$ cat src/rtl/mtpp_pkg.sv
// Package for the median threshold peak picker: sizes, types and the judging functions.
// No dependencies.
`timescale 1ns / 1ps
`default_nettype none

package mtpp_pkg;

  localparam int MAX_FRAMES     = 65536;
  localparam int SAMPLE_BITS    = 16;
  localparam int HOLDOFF_FRAMES = 3;

  localparam int IN_BITS    = 16;
  localparam int INDEX_BITS = 16;
  localparam int OFFSET_BITS = 16;
  localparam logic [OFFSET_BITS-1:0] OFFSET_RESET = 16'd13107;

  localparam int WIN   = 5;
  localparam int FC_W  = $clog2(MAX_FRAMES + 1);
  localparam int HO_W  = (HOLDOFF_FRAMES > 0) ? $clog2(HOLDOFF_FRAMES + 1) : 1;
  localparam int THR_W = ((SAMPLE_BITS > OFFSET_BITS) ? SAMPLE_BITS : OFFSET_BITS) + 1;

  localparam int FIFO_DEPTH = 4;
  localparam int FP_W       = $clog2(FIFO_DEPTH);
  localparam int FC_CNT_W   = $clog2(FIFO_DEPTH + 1);

  typedef logic [SAMPLE_BITS-1:0]          sample_t;
  typedef logic [WIN-1:0][SAMPLE_BITS-1:0] win_t;
  typedef logic [FC_W-1:0]                 frame_cnt_t;
  typedef logic [HO_W-1:0]                 hold_t;
  typedef logic [INDEX_BITS-1:0]           index_t;
  typedef logic [OFFSET_BITS-1:0]          offset_t;
  typedef logic [THR_W-1:0]                thr_t;

  typedef struct packed {
    index_t peak_index;
    logic   last_of_run;
  } res_t;

  typedef struct packed {
    logic [1:0] n;
    res_t       r0;
    res_t       r1;
  } push_t;

  typedef struct packed {
    logic  peak;
    hold_t hold;
  } judge_t;

  function automatic sample_t med3(sample_t x, sample_t y, sample_t z);
    sample_t lo;
    sample_t hi;
    sample_t m;
    lo = (x < y) ? x : y;
    hi = (x < y) ? y : x;
    m  = (hi < z) ? hi : z;
    return (lo > m) ? lo : m;
  endfunction

  function automatic sample_t med5(win_t w);
    sample_t f;
    sample_t g;
    sample_t min01;
    sample_t min23;
    sample_t max01;
    sample_t max23;
    min01 = (w[0] < w[1]) ? w[0] : w[1];
    max01 = (w[0] < w[1]) ? w[1] : w[0];
    min23 = (w[2] < w[3]) ? w[2] : w[3];
    max23 = (w[2] < w[3]) ? w[3] : w[2];
    f = (min01 > min23) ? min01 : min23;
    g = (max01 < max23) ? max01 : max23;
    return med3(w[4], f, g);
  endfunction

  function automatic judge_t judge(win_t w, hold_t hold, offset_t off);
    judge_t j;
    thr_t   thr;
    thr = thr_t'(med5(w)) + thr_t'(off);
    j.peak = 1'b0;
    j.hold = hold;
    if (hold != '0) begin
      j.hold = hold - 1'b1;
    end else if ((w[1] < w[2]) && (w[3] < w[2]) && (thr_t'(w[2]) > thr)) begin
      j.peak = 1'b1;
      j.hold = hold_t'(HOLDOFF_FRAMES);
    end
    return j;
  endfunction

endpackage

`default_nettype wire

$ cat src/rtl/mtpp_if.sv
// Channel interfaces for the peak picker: sample input, peak result and offset write.
// Depends on mtpp_pkg.
`timescale 1ns / 1ps
`default_nettype none

interface mtpp_in_if;
  import mtpp_pkg::*;
  logic                valid;
  logic                ready;
  logic [IN_BITS-1:0]  novelty_sample;
  logic                end_of_sequence;
  modport source (output valid, output novelty_sample, output end_of_sequence, input ready);
  modport sink (input valid, input novelty_sample, input end_of_sequence, output ready);
endinterface

interface mtpp_out_if;
  import mtpp_pkg::*;
  logic   valid;
  logic   ready;
  index_t peak_index;
  logic   last_of_run;
  modport source (output valid, output peak_index, output last_of_run, input ready);
  modport sink (input valid, input peak_index, input last_of_run, output ready);
endinterface

interface mtpp_cfg_if;
  import mtpp_pkg::*;
  logic    valid;
  logic    ready;
  offset_t threshold_offset;
  modport source (output valid, output threshold_offset, input ready);
  modport sink (input valid, input threshold_offset, output ready);
endinterface

`default_nettype wire

$ cat src/rtl/mtpp_frame_stage.sv
// Input register, sample window, frame counter, hold-off and peak judgement.
// Depends on mtpp_pkg and mtpp_if.
`timescale 1ns / 1ps
`default_nettype none

module mtpp_frame_stage (
  input  wire logic         clk,
  input  wire logic         rst_n,
  mtpp_in_if.sink           in_if,
  mtpp_cfg_if.sink          cfg_if,
  input  wire logic         room,
  output mtpp_pkg::push_t   push
);
  import mtpp_pkg::*;

  logic       a_valid_r;
  sample_t    a_sample_r;
  logic       a_eos_r;
  offset_t    off_r;
  win_t       win_r, win_nxt;
  frame_cnt_t fc_r, fc_nxt;
  hold_t      hold_r, hold_nxt;

  logic       adv;
  logic       load;
  logic       take;
  win_t       w1, w2;
  frame_cnt_t fc1;
  logic       j1_en, j2_en;
  judge_t     j1, j2;
  hold_t      hold1;
  logic       p1, p2;
  index_t     idx1, idx2;

  assign adv          = a_valid_r && room;
  assign in_if.ready  = !a_valid_r || adv;
  assign load         = in_if.valid && in_if.ready;
  assign cfg_if.ready = 1'b1;

  always_comb begin
    take  = (fc_r < frame_cnt_t'(MAX_FRAMES));
    w1    = take ? {a_sample_r, win_r[WIN-1:1]} : win_r;
    fc1   = take ? fc_r + 1'b1 : fc_r;
    j1_en = take && (fc1 >= frame_cnt_t'(4));
    j1    = judge(w1, hold_r, off_r);
    hold1 = j1_en ? j1.hold : hold_r;
    w2    = {sample_t'(0), w1[WIN-1:1]};
    j2_en = a_eos_r && (fc1 >= frame_cnt_t'(3));
    j2    = judge(w2, hold1, off_r);
    p1    = j1_en && j1.peak;
    p2    = j2_en && j2.peak;
    idx1  = index_t'(fc1 - frame_cnt_t'(3));
    idx2  = index_t'(fc1 - frame_cnt_t'(2));
  end

  always_comb begin
    push.r0 = '{peak_index: p1 ? idx1 : idx2, last_of_run: !(p1 && p2)};
    push.r1 = '{peak_index: idx2, last_of_run: 1'b1};
    push.n  = '0;
    if (adv) begin
      push.n = {1'b0, p1} + {1'b0, p2};
    end
  end

  always_comb begin
    win_nxt  = win_r;
    fc_nxt   = fc_r;
    hold_nxt = hold_r;
    if (adv) begin
      if (a_eos_r) begin
        win_nxt  = '0;
        fc_nxt   = '0;
        hold_nxt = '0;
      end else begin
        win_nxt  = w1;
        fc_nxt   = fc1;
        hold_nxt = hold1;
      end
    end
  end

  always_ff @(posedge clk) begin
    if (!rst_n) begin
      a_valid_r <= 1'b0;
      off_r     <= OFFSET_RESET;
      win_r     <= '0;
      fc_r      <= '0;
      hold_r    <= '0;
    end else begin
      if (load) begin
        a_valid_r <= 1'b1;
      end else if (adv) begin
        a_valid_r <= 1'b0;
      end
      if (cfg_if.valid && cfg_if.ready) begin
        off_r <= cfg_if.threshold_offset;
      end
      win_r  <= win_nxt;
      fc_r   <= fc_nxt;
      hold_r <= hold_nxt;
    end
  end

  always_ff @(posedge clk) begin
    if (load) begin
      a_sample_r <= sample_t'(in_if.novelty_sample);
      a_eos_r    <= in_if.end_of_sequence;
    end
  end

endmodule

`default_nettype wire

$ cat src/rtl/mtpp_result_fifo.sv
// Small result queue taking up to two peaks per cycle and giving one per transfer.
// Depends on mtpp_pkg and mtpp_if.
`timescale 1ns / 1ps
`default_nettype none

module mtpp_result_fifo (
  input  wire logic           clk,
  input  wire logic           rst_n,
  input  wire mtpp_pkg::push_t push,
  output logic                room,
  mtpp_out_if.source          out_if
);
  import mtpp_pkg::*;

  res_t                mem_r [FIFO_DEPTH];
  logic [FP_W-1:0]     wr_ptr_r, wr_ptr_nxt;
  logic [FP_W-1:0]     rd_ptr_r, rd_ptr_nxt;
  logic [FC_CNT_W-1:0] cnt_r, cnt_nxt;
  logic [FP_W-1:0]     wr_ptr_inc;
  logic                pop;

  assign pop        = out_if.valid && out_if.ready;
  assign wr_ptr_inc = wr_ptr_r + 1'b1;
  assign room       = (cnt_r <= FC_CNT_W'(FIFO_DEPTH - 2));

  assign out_if.valid       = (cnt_r != '0);
  assign out_if.peak_index  = mem_r[rd_ptr_r].peak_index;
  assign out_if.last_of_run = mem_r[rd_ptr_r].last_of_run;

  always_comb begin
    wr_ptr_nxt = wr_ptr_r + FP_W'(push.n);
    rd_ptr_nxt = pop ? rd_ptr_r + 1'b1 : rd_ptr_r;
    cnt_nxt    = cnt_r + FC_CNT_W'(push.n) - FC_CNT_W'(pop);
  end

  always_ff @(posedge clk) begin
    if (!rst_n) begin
      wr_ptr_r <= '0;
      rd_ptr_r <= '0;
      cnt_r    <= '0;
    end else begin
      wr_ptr_r <= wr_ptr_nxt;
      rd_ptr_r <= rd_ptr_nxt;
      cnt_r    <= cnt_nxt;
    end
  end

  always_ff @(posedge clk) begin
    if (push.n != '0) begin
      mem_r[wr_ptr_r] <= push.r0;
    end
    if (push.n == 2'd2) begin
      mem_r[wr_ptr_inc] <= push.r1;
    end
  end

endmodule

`default_nettype wire

$ cat src/rtl/median_threshold_peak_picker_unit.sv
// Median threshold peak picker, top level.
// A peak is valid on out_if once the sample that decides it has passed the input register and entered the queue.
// One sample per cycle while the queue has room; a sample that yields two peaks takes two output transfers.
// Three or more held results in the four-entry queue hold the input register and stall in_if.
// Reset (rst_n low, synchronous): window, frame and hold-off counters clear, queue empties,
// threshold_offset returns to 13107.
`timescale 1ns / 1ps
`default_nettype none

module median_threshold_peak_picker_unit (
  input  wire logic clk,
  input  wire logic rst_n,
  mtpp_in_if.sink   in_if,
  mtpp_out_if.source out_if,
  mtpp_cfg_if.sink  cfg_if
);
  import mtpp_pkg::*;

  push_t push;
  logic  room;

  mtpp_frame_stage u_frame_stage (
    .clk    (clk),
    .rst_n  (rst_n),
    .in_if  (in_if),
    .cfg_if (cfg_if),
    .room   (room),
    .push   (push)
  );

  mtpp_result_fifo u_result_fifo (
    .clk    (clk),
    .rst_n  (rst_n),
    .push   (push),
    .room   (room),
    .out_if (out_if)
  );

endmodule

`default_nettype wire

$ cat src/flat_wrapper.sv
// flat-port wrapper written by rule: the top's interface ports become plain ports
module median_threshold_peak_picker_unit_flat import mtpp_pkg::*;
  (clk, rst_n, in_if_valid, in_if_novelty_sample, in_if_end_of_sequence, in_if_ready, out_if_valid, out_if_peak_index, out_if_last_of_run, out_if_ready, cfg_if_valid, cfg_if_threshold_offset, cfg_if_ready);
  mtpp_in_if in_if_i ();
  mtpp_out_if out_if_i ();
  mtpp_cfg_if cfg_if_i ();
  input  wire logic clk;
  input  wire logic rst_n;
  input wire logic [$bits(in_if_i.valid)-1:0] in_if_valid;
  input wire logic [$bits(in_if_i.novelty_sample)-1:0] in_if_novelty_sample;
  input wire logic [$bits(in_if_i.end_of_sequence)-1:0] in_if_end_of_sequence;
  output wire logic [$bits(in_if_i.ready)-1:0] in_if_ready;
  output wire logic [$bits(out_if_i.valid)-1:0] out_if_valid;
  output wire logic [$bits(out_if_i.peak_index)-1:0] out_if_peak_index;
  output wire logic [$bits(out_if_i.last_of_run)-1:0] out_if_last_of_run;
  input wire logic [$bits(out_if_i.ready)-1:0] out_if_ready;
  input wire logic [$bits(cfg_if_i.valid)-1:0] cfg_if_valid;
  input wire logic [$bits(cfg_if_i.threshold_offset)-1:0] cfg_if_threshold_offset;
  output wire logic [$bits(cfg_if_i.ready)-1:0] cfg_if_ready;
  assign in_if_i.valid = in_if_valid;
  assign in_if_i.novelty_sample = in_if_novelty_sample;
  assign in_if_i.end_of_sequence = in_if_end_of_sequence;
  assign in_if_ready = in_if_i.ready;
  assign out_if_valid = out_if_i.valid;
  assign out_if_peak_index = out_if_i.peak_index;
  assign out_if_last_of_run = out_if_i.last_of_run;
  assign out_if_i.ready = out_if_ready;
  assign cfg_if_i.valid = cfg_if_valid;
  assign cfg_if_i.threshold_offset = cfg_if_threshold_offset;
  assign cfg_if_ready = cfg_if_i.ready;
  median_threshold_peak_picker_unit u_core (.clk(clk), .rst_n(rst_n), .in_if(in_if_i), .out_if(out_if_i), .cfg_if(cfg_if_i));
endmodule
$ cat config.mk
export PLATFORM = sky130hd
export DESIGN_NAME = median_threshold_peak_picker_unit_flat
export DESIGN_NICKNAME = d
export VERILOG_FILES = /design/src/rtl/mtpp_pkg.sv /design/src/rtl/mtpp_if.sv /design/src/rtl/mtpp_frame_stage.sv /design/src/rtl/mtpp_result_fifo.sv /design/src/rtl/median_threshold_peak_picker_unit.sv /design/src/flat_wrapper.sv
export SDC_FILE = /design/constraint.sdc
export NUM_CORES = 1
export LEC_CHECK = 0
export BUFFER_PORTS_ARGS = -buffer_cell sky130_fd_sc_hd__buf_2
export CAP_MARGIN = 20
export CORE_MARGIN = 2
export CORE_UTILIZATION = 35
export CTS_BUF_LIST = sky130_fd_sc_hd__clkbuf_4
export DETAILED_ROUTE_END_ITERATION = 12
export MAX_ROUTING_LAYER = met4
export PLACE_DENSITY_LB_ADDON = 0.15
export SLEW_MARGIN = 20
export SYNTH_ARGS = -nofsm -noshare
export SYNTH_HDL_FRONTEND = slang
export SYNTH_HIERARCHICAL = 1
export SYNTH_SLANG_ARGS = --single-unit
$ cat constraint.sdc
create_clock -name clk -period 38 [get_ports clk]
set_input_delay 7.6 -clock clk [delete_from_list [all_inputs] [get_ports clk]]
set_output_delay 7.6 -clock clk [all_outputs]
set_load 0.02 [all_outputs]
==> summary.txt, run 1 <==
Run status
  • Status: finished, final reports clean

CTS
  • Post-CTS Setup Repair Bufs: 0
  • Hold Buf Count CTS: 0
  • Worst-Skew Late Latency: 0.82 ns
  • Root Buffer Master: clkbuf_4
  • Clock Path Buffers: 3
  • Max H-tree Level: 3
  • Reg clk slew, reported paths: 0.06 ns
  • CTS tree: done
  • Cts bufs inserted: 67
  • CTS resizes: 0
  • CTS sink count: 210

Logic synthesis
  • Cell variety after synth: 100
  • EDFF count, synth: 85
  • XOR/XNOR share of the synthesized area: 3.11%
  • Syn Std Cell Area: between 20,000 and 25,000 um2
  • Post-synth top area share: 16.3%
  • Synth top area cells: ha_1, edfxtp_1, dfxtp_1, mux2i_1, mux2_2
  • Cell taking the most area after synthesis: ha_1
  • Top-count cell post-synth: ha_1
  • Mean Syn Cell Area: 8.57 um2
  • Mux contribution to synthesized area: around 16%
  • Synthesized-area fraction occupied by adder cells: 16.7%
  • Top FF cell, synth: dfxtp_1
  • Main combinational cell family by area after synthesis: compound AO/OA/AOI/OAI gates
  • Top cells by instance count after synthesis: ha_1, nor2_1, nand2_1, a21oi_1, inv_1
  • Compound-Gate Fraction of Synth Area: 18.5%
  • Cells after Synth: 2,432
  • Sequential-to-total area share from yosys stat: 24.3%
  • Post-synth ARST share: 0%
  • Yosys warns: 6
  • #FFs+latches synth: 210
  • Simple-gate share of the synthesized area: 15.3%

STA
  • RSZ-0062 raised after global routing: no
  • Final Hold Viols: 0
  • Tcrit/Tclk final: 58.2%
  • Finish-stage setup viols: 0
  • Fin. max-slew vios: 0
  • Fmax achieved: 0.0452 GHz
  • Setup Skew: 0.0795 ns
  • Relative slew margins: 25.7%
  • Final TNS setup: 0 ns
  • Measured slew at the worst slew-check pin: 1.11 ns
  • Fin crit period: about 22 ns
  • Min Hold Slack: between 0.4 and 0.5 ns

Worst setup path
  • CP Class: flip-flop to flip-flop
  • Data arrival time of the worst path: 22.63 ns
  • CP delay by family, top: compound AO/OA/AOI/OAI gates
  • FF-to-FF path depth: 82
  • Worst R2R End: u_core/u_result_fifo/mem_r[0][15]
  • Worst setup SP type: flip-flop
  • Slowest stage cell, crit path: nand2_1
  • CP endpoint kind: flip-flop
  • CP max FO: 36
  • R2R Setup Slk: between 15 and 20 ns
  • Worst path buffer plus inverter count: 8
  • Crit path required time: about 39 ns
  • Crit path largest cell delay: 0.77 ns
  • Most used cell, CP: a21oi_1
  • Crit Reg-Reg Startpoint: u_core/u_frame_stage/fc_r[16]

Finish
  • Final Instance Area: 22,700 um2
  • Fraction of layout cells with a size suffix above 1: 14.4%
  • Area growth syn-to-layout: 8.88%
  • Final net count: 2,799
  • # fillers: 6,055

Route
  • Wire length per cell: 22.6 um
  • 1st-iter DRT viols: 1,266
  • Via density: 5.54
  • DRT Wirelength: between 70 and 80 mm
  • Final ANT Viol Nets: 0
  • Vias: 18,355
  • First drt pass iteration count: 5
  • DRC Markers: 0

Power
  • Net Switching: between 1 and 1.5 mW
  • Power density over the cells: 86.7 nW/um2
  • Switching Share: 52.6%
  • Clk pwr share: a little under an eighth
  • Sequential share of power: 12.8%
  • Final Power: 1.97 mW
  • Comb power frac: 75.4%
  • Int Power: 0.932 mW
  • P_leak: 10.2 nW
  • Peak supply drop: 0.214 mV

Floorplanning
  • Starting Density: 35.4%
  • Row count: 89
  • IO Pins: 58
  • Width of the chip: 248 um
  • Core Region: 58,900 um2
  • Die area: 61,500 um2
  • Die height: 248 um

Global routing
  • Grt met1 use: 32.0%
  • GR peak layer: met2
  • GR Layer Usage met3: between 3 and 4%
  • Vias in the first global route: approximately 18,000
  • Initial antenna violation count: 1
  • Pin count of the biggest net entering global routing: 88
  • Grt total ovfl: 0
  • Total track usage: 25.0%
  • First-pass GRT wire length: 111 mm
  • Met2 GRT Util: 39.4%

Min path
  • Hold Crit Depth: 2
  • Worst hold start: u_core/u_frame_stage/win_r[35]
  • Hold Path Sink: u_core/u_frame_stage/win_r[35]
  • Min-Delay Path Class: flip-flop to flip-flop

Placement
  • Gpl congestion: 1.02
  • Area after DPL: about 22,000 um2
  • Port Buffer Count: 56
  • HPWL Detailed: 59.3 mm

Flow run
  • Max-cap violations: 0
[flip-flops by register name, indices dropped and copies added, names as in the netlist, named ones only]
register and flops:
u_core/u_result_fifo/cnt_r 3, u_core/u_result_fifo/rd_ptr_r 2, u_core/u_frame_stage/a_valid_r 1, u_core/u_result_fifo/wr_ptr_r 2
u_core/u_frame_stage/a_sample_r 16, u_core/u_frame_stage/a_eos_r 1, u_core/u_frame_stage/hold_r 2, u_core/u_frame_stage/win_r 80
u_core/u_frame_stage/off_r 16, u_core/u_frame_stage/fc_r 17, u_core/u_result_fifo/mem_r 68
[worst min-delay path, cell delays in order (launching register included)]
cell and delay (ns):
dfxtp_1 0.32, nand2_1 0.06, a21oi_1 0.05
[cells in the final DEF, fill, tap and decap left out, types with 6 or more instances in the layout]
cell type and n:
ha_1 271, o21bai_1 6, conb_1 18, nand2b_1 22
nor4_1 6, o21ai_0 138, nand4_1 45, a211oi_1 34
or2_2 8, xor2_1 34, mux2_2 91, clkinv_1 14
nor3_1 42, or3_1 7, and3_1 9, and2_1 15
mux2i_1 175, clkbuf_4 94, buf_4 30, a31oi_1 7
o21a_1 31, dfxtp_1 124, nor2b_1 23, xnor2_1 33
nand2_1 194, edfxtp_1 85, buf_2 56, a21oi_1 191
clkinv_2 6, nor2_1 234, inv_1 177, nand3_1 25
mux4_2 17, and4_1 6, a22oi_1 72, a21o_1 67
mux2_4 13
[per-layer routing]
| metal | vias up | wire length, um |
|---|---|---|
| met5 | - | 0 |
| met4 | 0 | 3120 |
| met3 | 117 | 4060 |
| met2 | 558 | 34300 |
| met1 | 8720 | 33400 |
| li1 | 8960 | - |
[power groups by stage]
stage | registers [mW] | clock network, mW | logic [mW]
floorplan | 0.251 | 0 | 1.07
global placement | 0.257 | 0 | 1.45
detailed placement | 0.257 | 0 | 1.45
CTS | 0.252 | 0.242 | 1.46
global route | 0.252 | 0.254 | 1.64
finish | 0.252 | 0.231 | 1.48
[area by class of cell]
| type | count | area (um2) | area share, % |
|---|---|---|---|
| clock inverters | 25 | 116 | 0.513 |
| clock buffers | 94 | 706 | 3.11 |
| repair buffers | 86 | 505 | 2.23 |
| inverters | 179 | 673 | 2.97 |
| flip-flops and latches | 210 | 5060 | 22.3 |
| diodes | 1 | 2.50 | 0.0110 |
| multi-input cells | 1943 | 14700 | 64.6 |
| well taps | 773 | 967 | 4.26 |
[through the flow]
stage | setup WS, ns | util (%) | cells
floorplan | 19.51 | - | 2448
global placement | 16.51 | 37.1 | 3191
detailed placement | 16.35 | 37.1 | 3191
CTS | 16.26 | 38.5 | 3310
global route | 14.23 | 38.5 | 3311
finish | 15.88 | 38.5 | 3311
[worst max path at each step]
stage	start	endpoint	slack (ns)	cells past startpoint
3_3_place_gp	u_core/u_frame_stage/fc_r[16]	u_core/u_result_fifo/mem_r[0][15]	16.51	81
4_1_cts	u_core/u_frame_stage/fc_r[16]	u_core/u_result_fifo/mem_r[0][15]	16.26	82
6_report	u_core/u_frame_stage/fc_r[16]	u_core/u_result_fifo/mem_r[0][15]	15.88	82
2_1_floorplan	u_core/u_frame_stage/fc_r[16]	u_core/u_result_fifo/mem_r[2][0]	19.51	88
5_1_grt	u_core/u_frame_stage/fc_r[16]	u_core/u_result_fifo/mem_r[0][16]	14.23	82
3_5_place_dp	u_core/u_frame_stage/fc_r[16]	u_core/u_result_fifo/mem_r[0][15]	16.35	82
[cell families (layout without fill, tap and decap cells)]
family	after synthesis	after routing
AOI/OAI and AO/OA	609	609
xor gates and xnor gates	70	70
adders and majority gates	276	276
buffers and inverters	295	384
DFF	210	210
muxes	298	298
other	2	19
and+or+nand+nor	672	672
Note: power is estimated with default switching activity, not from simulation.
==> inputs of run 2 (changes only) <==
ABC_AREA = 1   (was default)
clock period = 22.2 ns   (was 38 ns; I/O delays follow)
==> summary.txt, run 2 <==
Run status
  • Status: finished, final reports clean

Logic synthesis
  • Mux contribution to synthesized area: 0%
  • Top FF cell, synth: dfxtp_1
  • Mean Syn Cell Area: 6.72 um2
  • Post-synth ARST share: 0%
  • Simple-gate share of the synthesized area: 25.7%
  • EDFF count, synth: 85
  • Yosys warns: 6
  • Top cells by instance count after synthesis: nand2_1, o21ai_0, inv_1, ha_1, a21oi_1
  • Cell taking the most area after synthesis: ha_1
  • Cell variety after synth: 53
  • Post-synth top area share: approximately 17%
  • Main combinational cell family by area after synthesis: simple AND/OR/NAND/NOR gates
  • Top-count cell post-synth: nand2_1
  • Compound-Gate Fraction of Synth Area: 20.7%
  • XOR/XNOR share of the synthesized area: between 2 and 3%
  • Syn Std Cell Area: 20,100 um2
  • #FFs+latches synth: 210
  • Synth top area cells: ha_1, nand2_1, edfxtp_1, dfxtp_1, o21ai_0
  • Cells after Synth: 2,985
  • Sequential-to-total area share from yosys stat: 25.2%
  • Synthesized-area fraction occupied by adder cells: 17.2%

STA
  • Finish-stage setup viols: 0
  • Setup Skew: 0.108 ns
  • Measured slew at the worst slew-check pin: between 1 and 1.5 ns
  • Relative slew margins: a little over a quarter
  • Fin. max-slew vios: 0
  • Final TNS setup: 0 ns
  • Tcrit/Tclk final: 86.9%
  • Final Hold Viols: 0
  • Fmax achieved: between 0.05 and 0.06 GHz
  • Fin crit period: 19.29 ns
  • PnR worst setup slack: 2.91 ns
  • RSZ-0062 raised after global routing: no

Power
  • Power density over the cells: 161 nW/um2
  • Sequential share of power: 12.2%
  • Net Switching: 2.02 mW
  • Switching Share: 56.9%
  • Clk pwr share: 10.6%
  • Comb power frac: 77.2%
  • P_leak: 10.5 nW
  • Peak supply drop: 0.135 mV
  • Int Power: 1.53 mW
  • Final Power: 3.55 mW

Floorplanning
  • IO Pins: just under 60
  • Die area: just under 60,000 um2
  • Core Region: 56,500 um2
  • Starting Density: 35.5%
  • Row count: 87
  • Width of the chip: 243 um
  • Die height: 243 um

Global routing
  • Initial antenna violation count: 3
  • Vias in the first global route: 18,925
  • Pin count of the biggest net entering global routing: 120
  • First-pass GRT wire length: between 100 and 150 mm
  • Grt total ovfl: 0
  • Total track usage: 25.8%

Worst setup path
  • Crit Reg-Reg Startpoint: u_core/u_frame_stage/fc_r[16]
  • R2R Setup Slk: slightly below 3 ns
  • Slowest stage cell, crit path: buf_4
  • Worst setup startpoint: u_core/u_frame_stage/fc_r[16]
  • CP endpoint kind: flip-flop
  • CP Class: flip-flop to flip-flop
  • Setup crit end: u_core/u_result_fifo/mem_r[3][8]
  • Worst setup SP type: flip-flop
  • Crit path largest cell delay: 0.81 ns
  • Worst R2R End: u_core/u_result_fifo/mem_r[3][8]
  • Most used cell, CP: nand2_1
  • FF-to-FF path depth: 82
  • Data arrival time of the worst path: 19.78 ns
  • CP max FO: 119
  • Crit path required time: 22.69 ns

CTS
  • Hold Buf Count CTS: 0
  • Clock Path Buffers: 3
  • CTS resizes: 0
  • CTS tree: done
  • Root Buffer Master: clkbuf_4
  • Post-CTS Setup Repair Bufs: 0
  • Reg clk slew, reported paths: 0.06 ns
  • Worst-Skew Late Latency: about 0.84 ns
  • Max H-tree Level: 2
  • Cts bufs inserted: 61
  • CTS sink count: 210

Finish
  • Area growth syn-to-layout: 10.1%
  • Biggest register: u_core/u_frame_stage/win_r
  • Final net count: 3,364
  • Number of flip-flops under the largest register name: 80
  • Final Instance Area: roughly 22,000 um2
  • Fraction of layout cells with a size suffix above 1: 9.83%
  • Largest registers: u_core/u_frame_stage/win_r x80, u_core/u_result_fifo/mem_r x68, u_core/u_frame_stage/fc_r x17
  • Commonest non-fill, non-tap cell in the layout: nand2_1
  • Final core utilization: 39.1%
  • Commonest non-fill, non-tap cells in the layout: nand2_1, o21ai_0, inv_1

Route
  • DRT Wirelength: 76.0 mm
  • 1st-iter DRT viols: about 1,700
  • Wire length per cell: about 20 um
  • Final ANT Viol Nets: 0
  • Via density: 5.22
  • Vias: 20,192
  • DRC Markers: 0
  • First drt pass iteration count: 7

Placement
  • Dpl ws: 3.20 ns
  • Area after DPL: 21,300 um2
  • Gpl congestion: 0.936
  • Port Buffer Count: 56
  • HPWL Detailed: just over 60 mm

Flow run
  • Max-cap violations: 0

Min path
  • Min-Delay Path Class: flip-flop to flip-flop
-- run 2: cell count changes after synthesis, moves of 51 or more --
cell | before | now
nand3_1 | 25 | 98
mux2i_1 | 175 | 0
a22oi_1 | 72 | 0
a21o_1 | 67 | 5
o21ai_0 | 138 | 348
inv_1 | 177 | 282
nand2_1 | 195 | 891
o21ai_1 | 5 | 56
mux2_2 | 91 | 0
nor2_1 | 236 | 169
-- run 2: kinds of logic after synthesis --
kind of cell             Yosys count
AND/OR/NAND/NOR                 1261
AO/OA/AOI/OAI                    756
buffers and inverters            422
adder cells (fa/ha/maj)          274
flip-flops                       210
XOR/XNOR                          60
other                              2
-- run 2: worst max-delay path, delay by kind of cell (launching register included) --
kind / cells / cell delay [ns]
AOI/OAI and AO/OA: 28 / 6.20
and+or+nand+nor: 35 / 6.14
adders and majority gates: 8 / 2.44
DFF: 1 / 0.42
xor gates and xnor gates: 1 / 0.15
buffers and inverters: 10 / 3.55
-- run 2: worst min path at each step --
stage	cells past startpoint	to	startpoint	slack, ns
final	2	u_core/u_frame_stage/win_r[72]	u_core/u_frame_stage/win_r[72]	0.46
after global routing	2	u_core/u_frame_stage/win_r[6]	u_core/u_frame_stage/win_r[6]	0.48
after CTS	2	u_core/u_frame_stage/win_r[15]	u_core/u_frame_stage/win_r[15]	0.47
after detailed placement	2	u_core/u_frame_stage/win_r[15]	u_core/u_frame_stage/win_r[15]	0.46
after global placement	2	u_core/u_frame_stage/win_r[2]	u_core/u_frame_stage/win_r[2]	0.45
after floorplan	2	u_core/u_frame_stage/win_r[1]	u_core/u_frame_stage/win_r[1]	0.44
-- run 2: final cells by class --
cell class / count / area [um2]
fillers: 5978 / 34400
well taps: 756 / 946
clock inverters: 22 / 106
repair buffers: 121 / 781
clock buffers: 93 / 698
diodes: 5 / 12.5
inverters: 289 / 1090
flip-flops and latches: 210 / 5060
multi-input cells: 2369 / 13400
-- run 2: routing by layer --
layer  part of all wire (%)  wire (um)  track usage [%]  up-vias
met5                      0          0                -        -
met4                    2.6       1950             7.27        0
met3                    4.3       3300             3.15       96
met2                     45      34500             40.8      469
met1                     48      36300             34.6     9425
li1                       -          -                -    10202
-- run 2: power by group through the flow --
stage	clock (mW)	combinational, mW	sequential (mW)
detailed placement	0	2.69	0.442
floorplan	0	1.95	0.431
CTS	0.392	2.71	0.434
finish	0.376	2.74	0.434
global route	0.414	3.07	0.435
global placement	0	2.64	0.442
-- run 2: through the flow --
stage / std cells / hold WS [ns]
detailed placement: 3745 / 0.455
global route: 3864 / 0.480
CTS: 3860 / 0.466
floorplan: 3001 / 0.441
global placement: 3744 / 0.448
finish: 3865 / 0.465
